<file path="src/rtl/core/affine_transform_matrix_builder_macros.svh">
// ----------------------------------------------------------------------------
// Affine transform matrix builder: assertion macros
// Shared concurrent assertion forms, clocked on aclk, off during reset.
// ----------------------------------------------------------------------------
`ifndef AFFINE_TRANSFORM_MATRIX_BUILDER_MACROS_SVH
`define AFFINE_TRANSFORM_MATRIX_BUILDER_MACROS_SVH

// same-cycle implication
`define ATMB_ASSERT_IMPL(lbl, ante, cons) \
    lbl: assert property (@(posedge aclk) disable iff (!aresetn) (ante) |-> (cons)) \
        else $error("atmb assertion failed");

// next-cycle implication
`define ATMB_ASSERT_NEXT(lbl, ante, cons) \
    lbl: assert property (@(posedge aclk) disable iff (!aresetn) (ante) |=> (cons)) \
        else $error("atmb assertion failed");

`endif

</file>
<file path="src/rtl/core/atmb_pkg.sv">
// ----------------------------------------------------------------------------
// atmb_pkg
// Types, constants and the arctangent table of the matrix builder.
// ----------------------------------------------------------------------------
`timescale 1ns / 1ps

package atmb_pkg;

    localparam int CORDIC_STEPS_DEF = 16;
    localparam int ATAN_ENTRIES     = 30;
    localparam int XYW              = 34;
    localparam int ZW               = 25;
    localparam int AW               = 15;
    localparam int RW               = 13;
    localparam int FULL_TURN        = 23040;
    localparam int QUARTER_TURN     = 5760;
    localparam int GAIN_Q30         = 652032874;

    typedef logic signed [XYW-1:0] xy_t;
    typedef logic signed [ZW-1:0]  zang_t;

    typedef enum logic [1:0] {
        QUAD_0,
        QUAD_90,
        QUAD_180,
        QUAD_270
    } quad_t;

    typedef struct packed {
        logic signed [31:0] tx;
        logic signed [31:0] ty;
        logic signed [31:0] sx;
        logic signed [31:0] sy;
    } atmb_side_t;

    typedef struct packed {
        xy_t        x;
        xy_t        y;
        zang_t      z;
        quad_t      quad;
        atmb_side_t side;
    } atmb_rot_t;

    localparam zang_t ATAN_TAB [0:ATAN_ENTRIES-1] = '{
        25'sd2949120, 25'sd1740967, 25'sd919879, 25'sd466945,
        25'sd234379,  25'sd117304,  25'sd58666,  25'sd29335,
        25'sd14668,   25'sd7334,    25'sd3667,   25'sd1833,
        25'sd917,     25'sd458,     25'sd229,    25'sd115,
        25'sd57,      25'sd29,      25'sd14,     25'sd7,
        25'sd4,       25'sd2,       25'sd1,      25'sd0,
        25'sd0,       25'sd0,       25'sd0,      25'sd0,
        25'sd0,       25'sd0
    };

endpackage

</file>
<file path="src/rtl/core/atmb_cordic_stage.sv">
// ----------------------------------------------------------------------------
// atmb_cordic_stage
// One registered CORDIC rotation step with a fixed shift.
// ----------------------------------------------------------------------------
`timescale 1ns / 1ps

module atmb_cordic_stage
    import atmb_pkg::*;
#(
    parameter int STEP_IDX = 0
) (
    input  logic      aclk,
    input  logic      aresetn,
    input  logic      advance,
    input  logic      in_valid,
    input  atmb_rot_t rot_in,
    output logic      out_valid,
    output atmb_rot_t rot_out
);

    xy_t       x_cur;
    xy_t       y_cur;
    zang_t     z_cur;
    xy_t       dx;
    xy_t       dy;
    atmb_rot_t rot_next;
    atmb_rot_t rot_reg;
    logic      valid_reg;

    always_comb begin
        x_cur    = rot_in.x;
        y_cur    = rot_in.y;
        z_cur    = rot_in.z;
        dx       = y_cur >>> STEP_IDX;
        dy       = x_cur >>> STEP_IDX;
        rot_next = rot_in;
        if (z_cur >= 0) begin
            rot_next.x = x_cur - dx;
            rot_next.y = y_cur + dy;
            rot_next.z = z_cur - ATAN_TAB[STEP_IDX];
        end else begin
            rot_next.x = x_cur + dx;
            rot_next.y = y_cur - dy;
            rot_next.z = z_cur + ATAN_TAB[STEP_IDX];
        end
    end

    always_ff @(posedge aclk) begin
        if (!aresetn) begin
            valid_reg <= 1'b0;
        end else if (advance) begin
            valid_reg <= in_valid;
        end
        if (advance) begin
            rot_reg <= rot_next;
        end
    end

    assign out_valid = valid_reg;
    assign rot_out   = rot_reg;

endmodule

</file>
<file path="config.mk">
export PLATFORM = sky130hd
export DESIGN_NAME = atmb_cordic_stage
export DESIGN_NICKNAME = d
export VERILOG_FILES = /design/src/rtl/core/affine_transform_matrix_builder_macros.svh /design/src/rtl/core/atmb_pkg.sv /design/src/rtl/core/atmb_cordic_stage.sv
export SDC_FILE = /design/constraint.sdc
export NUM_CORES = 1
export LEC_CHECK = 0
export ABC_AREA = 1
export BUFFER_PORTS_ARGS = -buffer_cell sky130_fd_sc_hd__buf_2
export CAP_MARGIN = 20
export CORE_MARGIN = 1.5
export CORE_UTILIZATION = 40
export DETAILED_ROUTE_END_ITERATION = 12
export PLACE_DENSITY_LB_ADDON = 0.08
export SLEW_MARGIN = 40
export SYNTH_ARGS = -nofsm -noshare
export SYNTH_HDL_FRONTEND = slang
export SYNTH_SLANG_ARGS = --single-unit
</file>
<file path="constraint.sdc">
create_clock -name aclk -period 5.1 [get_ports aclk]
set_input_delay 0.255 -clock aclk [delete_from_list [all_inputs] [get_ports aclk]]
set_output_delay 0.255 -clock aclk [all_outputs]
set_load 0.03 [all_outputs]
</file>
==> impl_metrics.py <==
metrics = {
    "setup_path": {
        "timing.critical_path.mode_cell": "nand2_1",
        "cp-start-kind": "primary input",
        "crit_path_cell_trace": "buf_2, inv_1, ha_1, nand2_1, nor2_1, nand2_1, o211ai_2, inv_2, o21ai_1, nand2_1, nand3_1, nand2_1",
        "cp_num_buf_inv": 3,
        "r2r_slack_ns": 3.85,
        "crit_family": "simple AND/OR/NAND/NOR gates",
        "worstReg2RegEnd": "out_valid$_SDFFE_PN0P_",
        "cp.required_ns": 5.39,
        "endpoint_kind": "flip-flop",
        "crit_fanout": 13,
        "worst_r2r_path_depth": 3,
        "arrival_ns": 2.43,
        "worst-setup-path-type": "in -> reg",
        "critical_path.startpoint": "rot_in[159]",
        "r2r-start": "out_valid$_SDFFE_PN0P_",
        "max_stage_delay_ns": 0.65,
        "cp_slowest_cell": "ha_1",
        "path_depth": 12,
    },
    "yosys": {
        "yosysWarnings": 0,
        "synth_edf_count": 222,
        "ys_ff_latch": 223,
        "synth.area.mux_share_pct": 0.0694,
        "synth_top_family_by_area": "simple AND/OR/NAND/NOR gates",
        "async_flop_share_pct": 0,
        "syn_area_per_cell_um2": 8.38,
        "syn-num-nets": 2058,
        "synth_compound_gate_area_share_pct": 9.67,
        "ys.flop_type": "edfxtp_1",
        "syn-instance-count": 1720,
        "ys_types": 43,
        "synth-xor-area-share_pct": 1.88,
        "netlist_area_mm2": 0.0144,
        "synth-adder-area-share_pct": 9.84,
        "synth-simple-area-share_pct": 23.6,
        "ys_seq_area_share_pct": 46.4,
    },
    "grt": {
        "grt_pass1_vias": 13819,
        "grt_max_degree": 119,
        "overflow": 0,
        "antenna_found_initial": 2,
        "track_usage_pct": 28.8,
        "grt_first_pass_wirelength_um": 79900,
    },
    "hold_path": {
        "hold_class": "in -> reg",
        "min_from": "advance",
        "hold_depth": 1,
        "hold_end": "rot_out[219]$_DFFE_PP_",
    },
    "clock_network": {
        "cts_tree": "done",
        "clock_sinks": 223,
        "root_buffer": "clkbuf_16",
        "cts_buffer_depth": 3,
        "cts_buffers": 26,
        "cts.clk_slew.worst_paths_ns": 0.06,
        "ctsResizeCount": 0,
        "cts_hold_buf": 149,
        "clk_latency_ns": 0.55,
        "post-cts-setup-buffer-count": 0,
        "htreeDepth": 1,
    },
    "sta": {
        "hold_ws_ns": 0.0831,
        "finalSetupTns_ns": 0,
        "rsz0062_at_grt": "no",
        "period_needed_ns": 2.14,
        "hold_viol_final": 0,
        "setup_violations": 0,
        "slew_viol_final": 0,
        "finalCritPeriodShare_pct": 42.0,
        "setup_slack_ns": 2.96,
        "max_slew_margin_pct": 45.2,
        "max_freq_mhz": 467,
        "fin_skew_ns": 0,
        "tightestPinTransition_ns": 0.822,
    },
    "final_layout": {
        "drive_gt1_share_pct": 23.0,
        "syn_to_final_growth_pct": 34.2,
        "fin_nets": 2644,
        "fillers": 3295,
    },
    "floorplanning": {
        "ios": 451,
        "dieWidth_um": 193,
        "die_h_um": 193,
        "start_util_pct": 40.6,
        "die_area_mm2": 0.0372,
        "rows": 69,
        "core_mm2": 0.0355,
    },
    "pwr": {
        "max-vdd-ir-drop_v": 0.000282,
        "p_per_area_mw_per_mm2": 306,
        "p_leak_nw": 9.34,
    },
    "routing": {
        "first_pass_iters": 5,
        "drc": 0,
        "drtIter0Drc": 822,
        "postRouteAntennaNets": 0,
        "vias_per_cell": 5.07,
        "drt-total-wl_um": 55400,
        "wl_per_cell_um": 19.9,
        "vias": 14131,
    },
    "placed_design": {
        "pre_cts_ws_ns": 2.44,
        "dp_hpwl_um": 43400,
        "gp_congestion": 0.953,
        "io_buffer_count": 450,
    },
    "flow_run": {
        "cap_violations": 0,
    },
    "status": {
        "outcome": "finished clean",
    },
}
[metrics by stage]
step | util (%) | instances | cell area (um^2) | power [mW]
after floorplan | - | 1720 | 14400 | 3.41
after global placement | 47.9 | 2588 | 17000 | 4.01
after detailed placement | 47.9 | 2588 | 17000 | 4.02
after CTS | 54.4 | 2784 | 19300 | 5.95
after global routing | 54.5 | 2787 | 19400 | 6.20
final | 54.5 | 2787 | 19400 | 5.92
[cell families (layout without fill, tap and decap cells)]
logic type,Yosys count,in the layout
AND/OR/NAND/NOR,807,807
flip-flops,223,223
AO/OA/AOI/OAI,254,254
other,0,1
adder cells (fa/ha/maj),111,111
XOR/XNOR,31,31
multiplexers,1,1
buffers and inverters,293,898
[final cells by class]
cell class,count,area [um^2],area share (%)
sequential,223,6690,34.6
multi-input combinational,1204,6500,33.6
timing repair buffer,604,3840,19.8
inverter,247,927,4.79
clock buffer,33,698,3.61
tap,461,577,2.98
clock inverter,14,121,0.627
antenna,1,2.50,0.0129
[cells in the mapped netlist, types with 11 or more instances]
cell type  instances  area, um^2
ha_1             107        1340
inv_1            236         886
nand4_1           15        93.8
nand2_1          457        1720
nor2_1           122         458
o21bai_1          15         113
nor3_1            14        70.1
a21oi_1          117         586
edfxtp_1         222        6670
buf_4             18         135
buf_2             12        60.1
o21ai_0           78         390
nand3_1          164         821
xor2_1            30         263
o21ai_1           12        60.1
inv_2             11        41.3
[where the power goes]
part | internal [mW] | switching (mW)
sequential | 2.24 | 0.0486
clock | 1.06 | 0.750
combinational | 0.550 | 1.26
[cell usage in the layout (no fill, tap or decap), types with 3 or more instances in the layout]
| master | netlist | routed |
|---|---|---|
| nor3_1 | 14 | 14 |
| nand4_1 | 15 | 15 |
| o21bai_1 | 15 | 15 |
| clkbuf_1 | 7 | 6 |
| nor2_2 | 10 | 10 |
| nor3_2 | 3 | 3 |
| edfxtp_1 | 222 | 222 |
| inv_2 | 11 | 12 |
| o211ai_1 | 4 | 4 |
| nand2_2 | 7 | 7 |
| fa_1 | 4 | 4 |
| o22ai_1 | 5 | 5 |
| o21ai_0 | 78 | 78 |
| nand3b_1 | 4 | 4 |
| or2_2 | 3 | 3 |
| clkbuf_16 | 0 | 27 |
| nand2_1 | 457 | 457 |
| nor2_1 | 122 | 122 |
| o21ai_1 | 12 | 12 |
| a21o_1 | 6 | 6 |
| dlygate4sd3_1 | 0 | 149 |
| a21oi_1 | 117 | 117 |
| ha_1 | 107 | 107 |
| nand3_1 | 164 | 164 |
| inv_1 | 236 | 235 |
| clkinv_1 | 0 | 7 |
| xor2_1 | 30 | 30 |
| o21a_1 | 5 | 5 |
| buf_2 | 12 | 449 |
| a21oi_2 | 5 | 5 |
[sequential cells by signal, summed over array words and instances, names as in the netlist]
signal / flops
rot_out: 222
out_valid: 1
[routing by layer]
layer  vias to the layer above  track usage (%)  part of all wire, %
li1                       6865                -                    -
met1                      6636             35.4                   41
met2                       529             50.6                   49
met3                        99             4.07                  6.3
met4                         2             11.7                  4.1
met5                         -                0                0.016
[worst max-delay path by stage]
stage	to	slack, ns
after floorplan	rot_out[217]$_DFFE_PP_	3.16
after detailed placement	rot_out[185]$_DFFE_PP_	2.44
after global routing	rot_out[177]$_DFFE_PP_	2.78
after CTS	rot_out[206]$_DFFE_PP_	3.02
final	rot_out[206]$_DFFE_PP_	2.96
after global placement	rot_out[206]$_DFFE_PP_	2.46
Note: power is estimated with default switching activity, not from simulation.
