<file path="src/rtl/core/affine_transform_matrix_builder_macros.svh">
// ----------------------------------------------------------------------------
// Affine transform matrix builder: assertion macros
// Shared concurrent assertion forms, clocked on aclk, off during reset.
// ----------------------------------------------------------------------------
`ifndef AFFINE_TRANSFORM_MATRIX_BUILDER_MACROS_SVH
`define AFFINE_TRANSFORM_MATRIX_BUILDER_MACROS_SVH

// same-cycle implication
`define ATMB_ASSERT_IMPL(lbl, ante, cons) \
    lbl: assert property (@(posedge aclk) disable iff (!aresetn) (ante) |-> (cons)) \
        else $error("atmb assertion failed");

// next-cycle implication
`define ATMB_ASSERT_NEXT(lbl, ante, cons) \
    lbl: assert property (@(posedge aclk) disable iff (!aresetn) (ante) |=> (cons)) \
        else $error("atmb assertion failed");

`endif

</file>
<file path="src/rtl/core/atmb_pkg.sv">
// ----------------------------------------------------------------------------
// atmb_pkg
// Types, constants and the arctangent table of the matrix builder.
// ----------------------------------------------------------------------------
`timescale 1ns / 1ps

package atmb_pkg;

    localparam int CORDIC_STEPS_DEF = 16;
    localparam int ATAN_ENTRIES     = 30;
    localparam int XYW              = 34;
    localparam int ZW               = 25;
    localparam int AW               = 15;
    localparam int RW               = 13;
    localparam int FULL_TURN        = 23040;
    localparam int QUARTER_TURN     = 5760;
    localparam int GAIN_Q30         = 652032874;

    typedef logic signed [XYW-1:0] xy_t;
    typedef logic signed [ZW-1:0]  zang_t;

    typedef enum logic [1:0] {
        QUAD_0,
        QUAD_90,
        QUAD_180,
        QUAD_270
    } quad_t;

    typedef struct packed {
        logic signed [31:0] tx;
        logic signed [31:0] ty;
        logic signed [31:0] sx;
        logic signed [31:0] sy;
    } atmb_side_t;

    typedef struct packed {
        xy_t        x;
        xy_t        y;
        zang_t      z;
        quad_t      quad;
        atmb_side_t side;
    } atmb_rot_t;

    localparam zang_t ATAN_TAB [0:ATAN_ENTRIES-1] = '{
        25'sd2949120, 25'sd1740967, 25'sd919879, 25'sd466945,
        25'sd234379,  25'sd117304,  25'sd58666,  25'sd29335,
        25'sd14668,   25'sd7334,    25'sd3667,   25'sd1833,
        25'sd917,     25'sd458,     25'sd229,    25'sd115,
        25'sd57,      25'sd29,      25'sd14,     25'sd7,
        25'sd4,       25'sd2,       25'sd1,      25'sd0,
        25'sd0,       25'sd0,       25'sd0,      25'sd0,
        25'sd0,       25'sd0
    };

endpackage

</file>
<file path="src/rtl/core/atmb_angle_reduce.sv">
// ----------------------------------------------------------------------------
// atmb_angle_reduce
// Two stages: wrap the angle into one turn, then split quadrant and residue
// and seed the rotation word.
// ----------------------------------------------------------------------------
`timescale 1ns / 1ps
`include "affine_transform_matrix_builder_macros.svh"

module atmb_angle_reduce
    import atmb_pkg::*;
(
    input  logic               aclk,
    input  logic               aresetn,
    input  logic               advance,
    input  logic               in_valid,
    input  logic signed [15:0] angle,
    input  atmb_side_t         side_in,
    output logic               out_valid,
    output atmb_rot_t          rot_out
);

    logic signed [17:0] ang_ext;
    logic signed [17:0] a_wide;
    logic [AW-1:0]      a_next;
    logic [AW-1:0]      a_reg;
    atmb_side_t         side_reg;
    logic               valid1_reg;

    quad_t              quad_next;
    logic [AW-1:0]      r_wide;
    logic [RW-1:0]      r_next;
    atmb_rot_t          rot_next;
    atmb_rot_t          rot_reg;
    logic               valid2_reg;

    always_comb begin
        ang_ext = {{2{angle[15]}}, angle};
        if (ang_ext < -18'sd23040) begin
            a_wide = ang_ext + 18'sd46080;
        end else if (ang_ext < 18'sd0) begin
            a_wide = ang_ext + 18'sd23040;
        end else if (ang_ext >= 18'sd23040) begin
            a_wide = ang_ext - 18'sd23040;
        end else begin
            a_wide = ang_ext;
        end
        a_next = a_wide[AW-1:0];
    end

    always_ff @(posedge aclk) begin
        if (!aresetn) begin
            valid1_reg <= 1'b0;
        end else if (advance) begin
            valid1_reg <= in_valid;
        end
        if (advance) begin
            a_reg    <= a_next;
            side_reg <= side_in;
        end
    end

    always_comb begin
        if (a_reg >= AW'(3 * QUARTER_TURN)) begin
            quad_next = QUAD_270;
            r_wide    = a_reg - AW'(3 * QUARTER_TURN);
        end else if (a_reg >= AW'(2 * QUARTER_TURN)) begin
            quad_next = QUAD_180;
            r_wide    = a_reg - AW'(2 * QUARTER_TURN);
        end else if (a_reg >= AW'(QUARTER_TURN)) begin
            quad_next = QUAD_90;
            r_wide    = a_reg - AW'(QUARTER_TURN);
        end else begin
            quad_next = QUAD_0;
            r_wide    = a_reg;
        end
        r_next        = r_wide[RW-1:0];
        rot_next.x    = xy_t'(GAIN_Q30);
        rot_next.y    = '0;
        rot_next.z    = zang_t'({2'b00, r_next, 10'b0});
        rot_next.quad = quad_next;
        rot_next.side = side_reg;
    end

    always_ff @(posedge aclk) begin
        if (!aresetn) begin
            valid2_reg <= 1'b0;
        end else if (advance) begin
            valid2_reg <= valid1_reg;
        end
        if (advance) begin
            rot_reg <= rot_next;
        end
    end

    assign out_valid = valid2_reg;
    assign rot_out   = rot_reg;

    `ATMB_ASSERT_IMPL(a_turn_range, valid1_reg, a_reg < AW'(FULL_TURN))
    `ATMB_ASSERT_IMPL(a_residue_range, valid2_reg, rot_reg.z < zang_t'(QUARTER_TURN * 1024))
    `ATMB_ASSERT_NEXT(a_stall_keeps, (valid2_reg && !advance), valid2_reg)

endmodule

</file>
<file path="config.mk">
export PLATFORM = sky130hd
export DESIGN_NAME = atmb_angle_reduce
export DESIGN_NICKNAME = d
export VERILOG_FILES = /design/src/rtl/core/atmb_pkg.sv /design/src/rtl/core/atmb_angle_reduce.sv
export VERILOG_INCLUDE_DIRS = /design/src /design/src/rtl/core
export SDC_FILE = /design/constraint.sdc
export NUM_CORES = 1
export LEC_CHECK = 0
export BUFFER_PORTS_ARGS = -buffer_cell sky130_fd_sc_hd__buf_2
export CORE_MARGIN = 5
export CORE_UTILIZATION = 49
export DETAILED_ROUTE_END_ITERATION = 16
export GPL_ROUTABILITY_DRIVEN = 1
export PLACE_DENSITY = 0.9
export SLEW_MARGIN = 5
export SYNTH_ARGS = -nofsm -noshare
export SYNTH_HDL_FRONTEND = slang
export SYNTH_SLANG_ARGS = --single-unit
</file>
<file path="constraint.sdc">
create_clock -name aclk -period 2.2 [get_ports aclk]
set_input_delay 0.11 -clock aclk [delete_from_list [all_inputs] [get_ports aclk]]
set_output_delay 0.11 -clock aclk [all_outputs]
set_load 0.05 [all_outputs]
</file>
==> flow_metrics.py, run 1 <==
metrics = {
    "sta": {
        "setup_viol": 0,
        "hold_slack_ns": 0.01147,
        "period_share_pct": 98.48,
        "skew_ns": 0.02915,
        "final.setup.tns_ns": 0,
        "grt_setup_unrepaired": "yes",
        "hold_violations": 0,
        "maxSlewViolCount": 0,
        "finalWorstSetupSlack_ns": 0.03340,
        "finalCriticalPeriod_ns": 2.167,
        "max_freq_mhz": 461.6,
    },
    "placement": {
        "dp_hpwl_um": 16300,
        "dp_slack_ns": 0.07973,
        "port_buffers": 291,
        "gp_congestion": 0.9584,
        "post_dp_cell_area_um2": 11830,
    },
    "power": {
        "peakVddDrop_mv": 0.5376,
        "power_density_nw_per_um2": 945.9,
        "p_leak_nw": 5.739,
        "finalPower_mw": 13.43,
    },
    "grt": {
        "grt_usage_pct": 21.17,
        "grt_max_degree": 60,
        "antenna_found_initial": 1,
        "grt_pass1_wl_um": 38350,
        "grt_pass1_vias": 6374,
        "grt.overflow.total": 0,
    },
    "worst_setup_path": {
        "worstPathRequired_ns": 2.48,
        "cp.arrival_ns": 2.45,
        "path_max_fanout": 5,
        "crit_path_start_kind": "flop",
        "path_class": "reg -> reg",
        "cp-end-kind": "flop",
        "crit_path_start": "a_reg[11]$_DFFE_PP_",
        "timing.rr.start": "a_reg[11]$_DFFE_PP_",
    },
    "routing": {
        "dr.pass1.iters": 6,
        "post_drt_via_cell_ratio": 4.815,
        "final_antenna_net_count": 0,
        "vias": 6149,
        "wl_per_cell_um": 20.63,
        "drc_errors": 0,
        "wl_um": 26340,
        "drt_iter0_markers": 481,
    },
    "synth": {
        "synth-seq-cells": 288,
        "synth_top_cell_by_area": "edfxtp_1",
        "synth-async-reset-ratio_pct": 0,
        "synth_flop_cell": "edfxtp_1",
        "synthCells": 512,
        "synthesis.area_um2": 10240,
        "yosys_warnings": 0,
        "synthTopCellsByArea": "edfxtp_1 (84%), buf_4 (5.9%), ha_1 (1.6%)",
        "ys_seq_area_share_pct": 84.27,
        "yosysUniqueCellTypes": 52,
        "avgSynthCellArea_um2": 20.00,
        "synth-edff-count": 286,
        "synthTopCellsByCount": "edfxtp_1 (286), buf_4 (81), ha_1 (13), inv_1 (12), nand2_1 (12)",
        "synth_top_area_share_pct": 83.88,
        "yosysMostFrequentCell": "edfxtp_1",
    },
    "clock_network": {
        "worstSkewPairLatency_ns": 0.54,
        "cts_tree": "yes",
        "path_clk_slew_ns": 0.06,
        "htreeDepth": 1,
        "cts_root_buffer": "clkbuf_16",
        "cts_buffers": 28,
        "cts_sinks": 288,
        "clock_path_buffers": 3,
    },
    "min_path": {
        "hold_path_class": "in -> reg",
        "min_from": "angle[13]",
    },
    "floorplanning": {
        "row_count": 52,
        "die_w_um": 154.6,
        "pin_count": 372,
        "core-area_um2": 20430,
        "dieArea_um2": 23890,
        "start_util_pct": 50.12,
        "die_h_um": 154.6,
    },
    "final_layout": {
        "nFillCells": 1283,
        "drive_above_1_share_pct": 35.82,
        "nets": 1144,
        "design_area_um2": 14200,
        "largest_reg_flops": 143,
        "syn_to_final_growth_pct": 38.69,
    },
    "status": {
        "status": "complete, no violations",
    },
    "run": {
        "max_cap_viol_count": 0,
    },
}
==> what timing repair did <==
item | CTS | global route
buffers inserted | 0 | 4
hold endpoints to repair | 142 | 0
endpoints found under the setup margin | 0 | 7
hold buffers | 142 | 0
gates resized for setup | 0 | 5
==> per-layer routing <==
metal	wire, um	part of all wire [%]	track usage [%]
met1	8739	33	22.96
met2	14540	55	40.70
met3	2376	9.0	5.476
met4	685	2.6	5.677
met5	0	0	0
==> per-stage QoR <==
step,cells,util [%]
finish,1277,69.51
global route,1276,69.49
CTS,1271,69.27
detailed placement,1077,57.88
global placement,1077,57.88
floorplan,590,-
==> final timing paths <==
| path | to | slack (ns) | depth (start not counted) |
|---|---|---|---|
| setup reg to reg | rot_out[151]$_DFFE_PP_ | 0.03 | 5 |
| hold / removal | a_reg[13]$_DFFE_PP_ | 0.01 | 2 |
| hold reg to reg | rot_out[79]$_DFFE_PP_ | 0.41 | 0 |
| setup / recovery | rot_out[151]$_DFFE_PP_ | 0.03 | 5 |
==> kinds of logic (layout without fill, tap and decap cells) <==
group	after synthesis	after routing	share of synthesized area, %
buffers and inverters	98	513	6.648
multiplexers	3	3	0.2933
other	2	82	0.07335
flip-flops	288	288	84.27
AO/OA/AOI/OAI	52	52	3.752
adder cells (fa/ha/maj)	13	13	1.589
AND/OR/NAND/NOR	50	50	2.860
XOR/XNOR	6	6	0.5133
==> cell type report <==
class                      count  area [um2]  share of cell area, %
antenna                        2       5.005                0.03525
clock buffer                  36       730.7                  5.146
clock inverter                16       173.9                  1.225
inverter                      13       50.05                 0.3525
multi-input combinational    204        1236                  8.706
sequential                   288        8628                  60.76
tap                          270       337.8                  2.379
timing repair buffer         448        3038                  21.39
==> critical path: stages (launching register included) <==
cell and delay [ns]:
edfxtp_1 0.44, or4_4 0.54, nor4_4 0.43, nor2_2 0.09, o32ai_2 0.29, xor2_1 0.11
==> placed cells by master, fill, tap and decap left out, types with 3 or more instances in the layout <==
master         synthesis  routed
clkbuf_16              0      28
conb_1                 2      80
a211oi_1               6       6
mux2i_1                3       3
xnor2_1                5       5
buf_2                  0     290
ha_1                  13      13
clkinv_2               1       5
nand2_1               12      12
edfxtp_1             286     286
bufinv_16              0       3
o211ai_1               3       3
dlygate4sd3_1          0     142
nor3_1                 7       7
nor2_1                 7       6
a21oi_1               10      10
clkinv_1               0       4
o21ai_0                7       6
buf_12                 0       3
inv_1                 12      11
clkbuf_1               3       8
buf_4                 81      12
nand3_1                6       6
==> where the power goes <==
group	total [mW]	internal (mW)	switching, mW
registers	6.71	6.54	0.168
logic	2.00	0.527	1.47
clock network	4.72	2.71	2.01
total	13.4	9.78	3.66
Note: power is estimated with default switching activity, not from simulation.
==> run 2: changes to the inputs <==
ABC_AREA = 1   (was default)
clock period = 2.18 ns   (was 2.2 ns; I/O delays follow)
==> run 2 against run 1 <==
Utilization decreased by 1.7 points; area after synthesis is 1.2% higher; sequential share of layout area about the same; worst setup slack improved by 0.21 ns; fmax is 12% higher; first-iteration DRC count is 15% higher; hold slack better by 0.0080 ns; sequential power is 0.7% higher; register-to-register slack improved by 0.21 ns; global-route usage shrank 1.2 points; die area increased by 1.1%; clock-buffer cell count fell by 3.
==> flow_metrics.py, run 2 <==
metrics = {
    "sta": {
        "period_share_pct": 88.65,
        "max_freq_mhz": 517.5,
        "hold_violations": 0,
        "grt_setup_unrepaired": "no",
        "final.setup.tns_ns": 0,
        "maxSlewViolCount": 0,
        "finalCriticalPeriod_ns": 1.933,
        "skew_ns": 0.01394,
        "setup_viol": 0,
    },
    "clock_network": {
        "path_clk_slew_ns": 0.06,
        "clock_path_buffers": 3,
        "worstSkewPairLatency_ns": 0.52,
        "cts_buffers": 28,
        "htreeDepth": 1,
        "cts_root_buffer": "clkbuf_16",
        "cts_tree": "yes",
        "cts_sinks": 288,
    },
    "worst_setup_path": {
        "timing.rr.start": "a_reg[8]$_DFFE_PP_",
        "crit_end": "rot_out[152]$_DFFE_PP_",
        "worstPathRequired_ns": 2.46,
        "critPathTopFamily": "simple AND/OR/NAND/NOR gates",
        "cp-end-kind": "flop",
        "max_stage_delay_ns": 0.50,
        "rrSetupSlack_ns": 0.25,
        "cp.arrival_ns": 2.21,
        "worst_r2r_path_depth": 13,
        "timing.rr.end": "rot_out[152]$_DFFE_PP_",
        "cpMostUsedCell": "nand2_1",
        "critical_path.cell_chain": "inv_2 > ha_1 > inv_1 > nand3_1 > nor2_1 > nor2_2 > nand2_4 > nand2_1 > nand2_1 > nand2_1 > nand2_1 > nand2_1 > nand2_1",
        "critPathBufInv": 2,
        "critPathSlowestCell": "edfxtp_1",
        "path_max_fanout": 8,
        "crit_path_start_kind": "flop",
        "crit_path_start": "a_reg[8]$_DFFE_PP_",
        "path_class": "reg -> reg",
        "crit_cells": 13,
    },
    "floorplanning": {
        "dieArea_um2": 24160,
        "pin_count": 372,
        "start_util_pct": 49.46,
        "row_count": 53,
        "core-area_um2": 20960,
        "die_h_um": 155.4,
        "die_w_um": 155.4,
    },
    "synth": {
        "yosys_warnings": 0,
        "synth_fa_ha_area_share_pct": 1.569,
        "synthTopCellsByArea": "edfxtp_1 (83%), buf_4 (5.8%), nand2_1 (2.8%)",
        "synthCells": 589,
        "synth_xor_area_share_pct": 0.7606,
        "ys_seq_area_share_pct": 83.25,
        "synth-async-reset-ratio_pct": 0,
        "synth_top_family_by_area": "buffers and inverters",
        "yosysMostFrequentCell": "edfxtp_1",
        "synth_top_cell_by_area": "edfxtp_1",
        "synth_top_area_share_pct": 82.87,
        "avgSynthCellArea_um2": 17.60,
        "synthTopCellsByCount": "edfxtp_1 (286), buf_4 (80), nand2_1 (78), nand3_1 (28), nor2_1 (25)",
        "synthMuxAreaShare_pct": 0,
        "synth-seq-cells": 288,
        "synthesis.area_um2": 10360,
        "yosysUniqueCellTypes": 29,
        "synth_flop_cell": "edfxtp_1",
        "synthSimpleGateAreaFrac_pct": 6.350,
        "synth-edff-count": 286,
        "synth_compound_area_share_pct": 0.9055,
    },
    "final_layout": {
        "design_area_um2": 14200,
        "final-seq-area_um2": 8628,
        "final_common_cell": "buf_2",
        "largest_reg_flops": 143,
        "syn_to_final_growth_pct": 37.06,
        "final_cell_mix": "buf_2 (290), edfxtp_1 (286), dlygate4sd3_1 (144)",
        "nFillCells": 1341,
        "multi_input_area_um2": 1294,
        "nets": 1217,
        "stdcell_count": 1350,
        "drive_above_1_share_pct": 33.74,
    },
    "power": {
        "peakVddDrop_mv": 0.5822,
        "finalPower_mw": 13.17,
        "power_density_nw_per_um2": 927.3,
        "p_leak_nw": 5.915,
    },
    "grt": {
        "antenna_found_initial": 2,
        "grt_usage_pct": 19.93,
        "grt_pass1_vias": 6432,
        "grt_max_degree": 64,
        "grt_pass1_wl_um": 36760,
        "grt.overflow.total": 0,
    },
    "routing": {
        "vias": 6253,
        "wl_um": 25210,
        "drc_errors": 0,
        "wl_per_cell_um": 18.67,
        "final_antenna_net_count": 0,
        "drt_iter0_markers": 553,
        "dr.pass1.iters": 5,
        "post_drt_via_cell_ratio": 4.632,
    },
    "placement": {
        "dp_hpwl_um": 16310,
        "port_buffers": 291,
        "post_dp_cell_area_um2": 11930,
        "gp_congestion": 0.9029,
        "placedCellCount": 1157,
    },
    "status": {
        "status": "complete, no violations",
    },
    "run": {
        "max_cap_viol_count": 0,
    },
    "min_path": {
        "hold_path_class": "in -> reg",
    },
}
-- run 2: cell count changes in the layout (fill, tap and decap cells not counted), sizes merged, moves of 5 or more --
cell / before / now
a211oi: 7 / 0
buf: 306 / 298
inv: 12 / 27
nand2: 12 / 85
nand3: 6 / 28
nor2: 7 / 29
nor3: 7 / 2
xor2: 1 / 8
-- run 2: logic make-up (layout without fill, tap and decap cells) --
kind of cell / Yosys count / count (layout)
xor gates and xnor gates: 9 / 9
buffers and inverters: 111 / 517
other: 2 / 82
DFF: 288 / 288
and+or+nand+nor: 150 / 150
AOI/OAI and AO/OA: 16 / 16
adders and majority gates: 13 / 13
-- run 2: worst min path at each step --
stage	start	endpoint	slack, ns	cells after the start
after CTS	angle[11]	a_reg[11]$_DFFE_PP_	0.003	4
after floorplan	angle[0]	a_reg[0]$_DFFE_PP_	0.21	0
after global routing	angle[9]	a_reg[9]$_DFFE_PP_	0.06	3
final	angle[11]	a_reg[11]$_DFFE_PP_	0.02	4
after detailed placement	side_in[30]	rot_next[30]$_DFFE_PP_	0.29	1
after global placement	side_in[115]	rot_next[115]$_DFFE_PP_	0.29	1
-- run 2: report_power, final --
group / switching [mW] / internal, mW / total [mW]
clock network: 1.95 / 2.47 / 4.42
logic: 1.48 / 0.513 / 1.99
registers: 0.169 / 6.59 / 6.76
-- run 2: metrics by stage --
stage | util [%] | hold WS (ns) | setup slack, ns
global route | 67.79 | 0.05702 | 0.04212
finish | 67.79 | 0.01942 | 0.2475
global placement | 56.93 | 0.2851 | 0.3172
CTS | 67.76 | 0.003075 | 0.2159
detailed placement | 56.93 | 0.2871 | 0.2316
floorplan | - | 0.2079 | 0.4441
-- run 2: worst register-to-register path, cell delays in order (launching register included) --
cell and delay (ns):
edfxtp_1 0.50, inv_2 0.15, ha_1 0.15, inv_1 0.06, nand3_1 0.10, nor2_1 0.07
nor2_2 0.21, nand2_4 0.12, nand2_1 0.08, nand2_1 0.05, nand2_1 0.05, nand2_1 0.05
nand2_1 0.06, nand2_1 0.05
-- run 2: layout make-up --
cell class,instances,area share [%]
well taps,275,2.422
diodes,2,0.03523
multi-input cells,268,9.108
clock buffers,33,5.065
clock inverters,14,0.7751
flip-flops and latches,288,60.74
inverters,28,0.7487
repair buffers,442,21.10
-- run 2: what timing repair did --
action	in CTS	in global routing
hold buffers	144	0
gates resized for setup	0	1
setup buffers	0	0
endpoints found under the setup margin	0	1
hold endpoints to repair	184	0
-- run 2: routing by layer --
metal / global-route usage [%] / part of all wire (%) / vias to the layer above
li1: - / - / 2891
met1: 22.39 / 34 / 2963
met2: 38.06 / 55 / 365
met3: 4.896 / 10 / 34
met4: 4.460 / 1.4 / 0
met5: 0 / 0 / -
==> run 3: changes to the inputs <==
BUFFER_PORTS_ARGS = default   (was -buffer_cell sky130_fd_sc_hd__buf_2)
CORE_UTILIZATION = 55   (was 49)
DONT_BUFFER_PORTS = 1   (was default)
GPL_TIMING_DRIVEN = 0   (was default)
PLACE_DENSITY = 0.81   (was 0.9)
==> run 3 against run 2 <==
Combinational power is 49% lower; largest cell class unchanged; clock power rose by 9.7%; worst setup slack worse by 0.10 ns; the run now ends with hold timing left; final cell count decreased by 18%; die area decreased by 10%.
==> flow_metrics.py, run 3 (synthesis results as in run 2) <==
metrics = {
    "worst_setup_path": {
        "path_class": "in -> reg",
        "cp-end-kind": "flop",
        "cp.arrival_ns": 2.33,
        "worstPathRequired_ns": 2.47,
        "crit_path_start_kind": "input pin",
        "crit_path_start": "angle[14]",
        "timing.rr.end": "out_valid$_SDFFE_PN0P_",
        "timing.rr.start": "out_valid$_SDFFE_PN0P_",
        "worst_r2r_path_depth": 4,
        "rrSetupSlack_ns": 0.21,
        "path_max_fanout": 3,
    },
    "final_layout": {
        "final_common_cell": "edfxtp_1",
        "drive_above_1_share_pct": 18.06,
        "stdcell_count": 1109,
        "final_cell_mix": "edfxtp_1 (286), dlygate4sd3_1 (151), buf_4 (85)",
        "antennaDiodeCount": 0,
        "largest_reg_flops": 143,
        "nets": 1015,
        "syn_to_final_growth_pct": 29.89,
    },
    "floorplanning": {
        "die_w_um": 147.3,
        "core-area_um2": 18640,
        "start_util_pct": 55.59,
        "pin_count": 372,
        "row_count": 50,
        "die_h_um": 147.3,
        "dieArea_um2": 21690,
    },
    "sta": {
        "maxSlewViolCount": 0,
        "setup_viol": 0,
        "relSlewSlack_pct": 63.66,
        "finalCriticalPeriod_ns": 2.036,
        "period_share_pct": 93.40,
        "hold_violations": 204,
        "worstMarginPinSlew_ns": 0.5462,
        "max_freq_mhz": 491.1,
        "finalWorstSetupSlack_ns": 0.1439,
        "hold_slack_ns": -0.2749,
        "skew_ns": 0.01891,
        "final.setup.tns_ns": 0,
    },
    "clock_network": {
        "cts_buffers": 28,
        "clock_path_buffers": 3,
        "cts_tree": "yes",
        "htreeDepth": 1,
        "cts_sinks": 288,
        "path_clk_slew_ns": 0.06,
        "cts_root_buffer": "clkbuf_16",
        "holdBufCountCts": 152,
        "worstSkewPairLatency_ns": 0.53,
    },
    "min_path": {
        "whs_path_depth": 0,
        "hold_end": "rot_out[54]$_DFFE_PP_",
        "min_from": "advance",
        "hold_path_class": "in -> reg",
    },
    "grt": {
        "antenna_found_initial": 0,
        "grt_usage_pct": 19.50,
        "grt_pass1_wl_um": 32700,
        "grt_pass1_vias": 5640,
        "grt_max_degree": 290,
        "grt.overflow.total": 0,
    },
    "run": {
        "max_cap_viol_count": 0,
    },
    "placement": {
        "port_buffers": 0,
        "dp_hpwl_um": 13200,
        "dp_slack_ns": 0.1625,
        "placedCellCount": 901,
        "gp_congestion": 0.8911,
    },
    "status": {
        "violations": "hold timing",
        "status": "finished with violations",
    },
    "routing": {
        "wl_per_cell_um": 19.77,
        "vias": 5396,
        "drt_iter0_markers": 337,
        "post_drt_via_cell_ratio": 4.866,
        "dr.pass1.iters": 5,
        "wl_um": 21920,
        "final_antenna_net_count": 0,
        "drc_errors": 0,
    },
    "power": {
        "finalPower_mw": 13.35,
        "p_leak_nw": 5.257,
        "power_density_nw_per_um2": 991.8,
        "peakVddDrop_mv": 0.6868,
    },
}
==> run 3: metal layers <==
layer | track usage [%] | part of all wire, %
met1 | 21.80 | 35
met2 | 36.71 | 54
met3 | 5.305 | 8.6
met4 | 5.172 | 2.1
met5 | 0 | 0
==> run 3: area by class of cell <==
cell class	instances	area, um2
buffer	83	628.1
inverter	28	106.4
sequential	288	8630
clock inverter	16	211.5
fill	1123	5181
multi-input combinational	268	1305
timing repair buffer	157	1562
tap	234	292.8
clock buffer	35	726.9
==> run 3: worst max-delay path, stage by stage <==
cell and delay (ns):
dlygate4sd3_1 0.59, inv_1 0.10, nor2_2 0.16, nand2_1 0.07
nor2_1 0.12, nand2_1 0.11, nand2_1 0.14, nand2_1 0.09
nand2_1 0.10, nand2_1 0.06, nand3_1 0.06, dlygate4sd3_1 0.54
nand2_1 0.05
==> run 3: through the flow <==
| stage | area [um2] | hold WS (ns) | utilization (%) |
|---|---|---|---|
| final | 13460 | -0.2749 | 72.21 |
| after global routing | 13460 | -0.3272 | 72.21 |
| after CTS | 13410 | -0.2923 | 71.93 |
| after detailed placement | 10950 | 0.2079 | 58.73 |
| after global placement | 10950 | 0.2079 | 58.73 |
| after floorplan | 10660 | 0.2079 | - |
==> run 3: timing repair <==
| action | 4_1_cts | 5_1_grt |
|---|---|---|
| endpoints found under the hold margin | 431 | 286 |
| resized for setup | 0 | 6 |
| buffers inserted | 0 | 5 |
| endpoints found under the setup margin | 0 | 10 |
==> run 3: worst max-delay path by stage <==
stage | to | cells past startpoint
2_1_floorplan | rot_out[152]$_DFFE_PP_ | 13
3_3_place_gp | rot_out[152]$_DFFE_PP_ | 13
3_5_place_dp | rot_out[150]$_DFFE_PP_ | 13
4_1_cts | out_valid$_SDFFE_PN0P_ | 4
5_1_grt | a_reg[11]$_DFFE_PP_ | 13
6_report | a_reg[11]$_DFFE_PP_ | 13
==> run 3: power breakdown <==
part	total, mW	internal (mW)	switching [mW]
Combinational	1.02	0.418	0.607
Sequential	7.48	6.61	0.863
Clock	4.85	2.86	1.99
Total	13.4	9.89	3.46
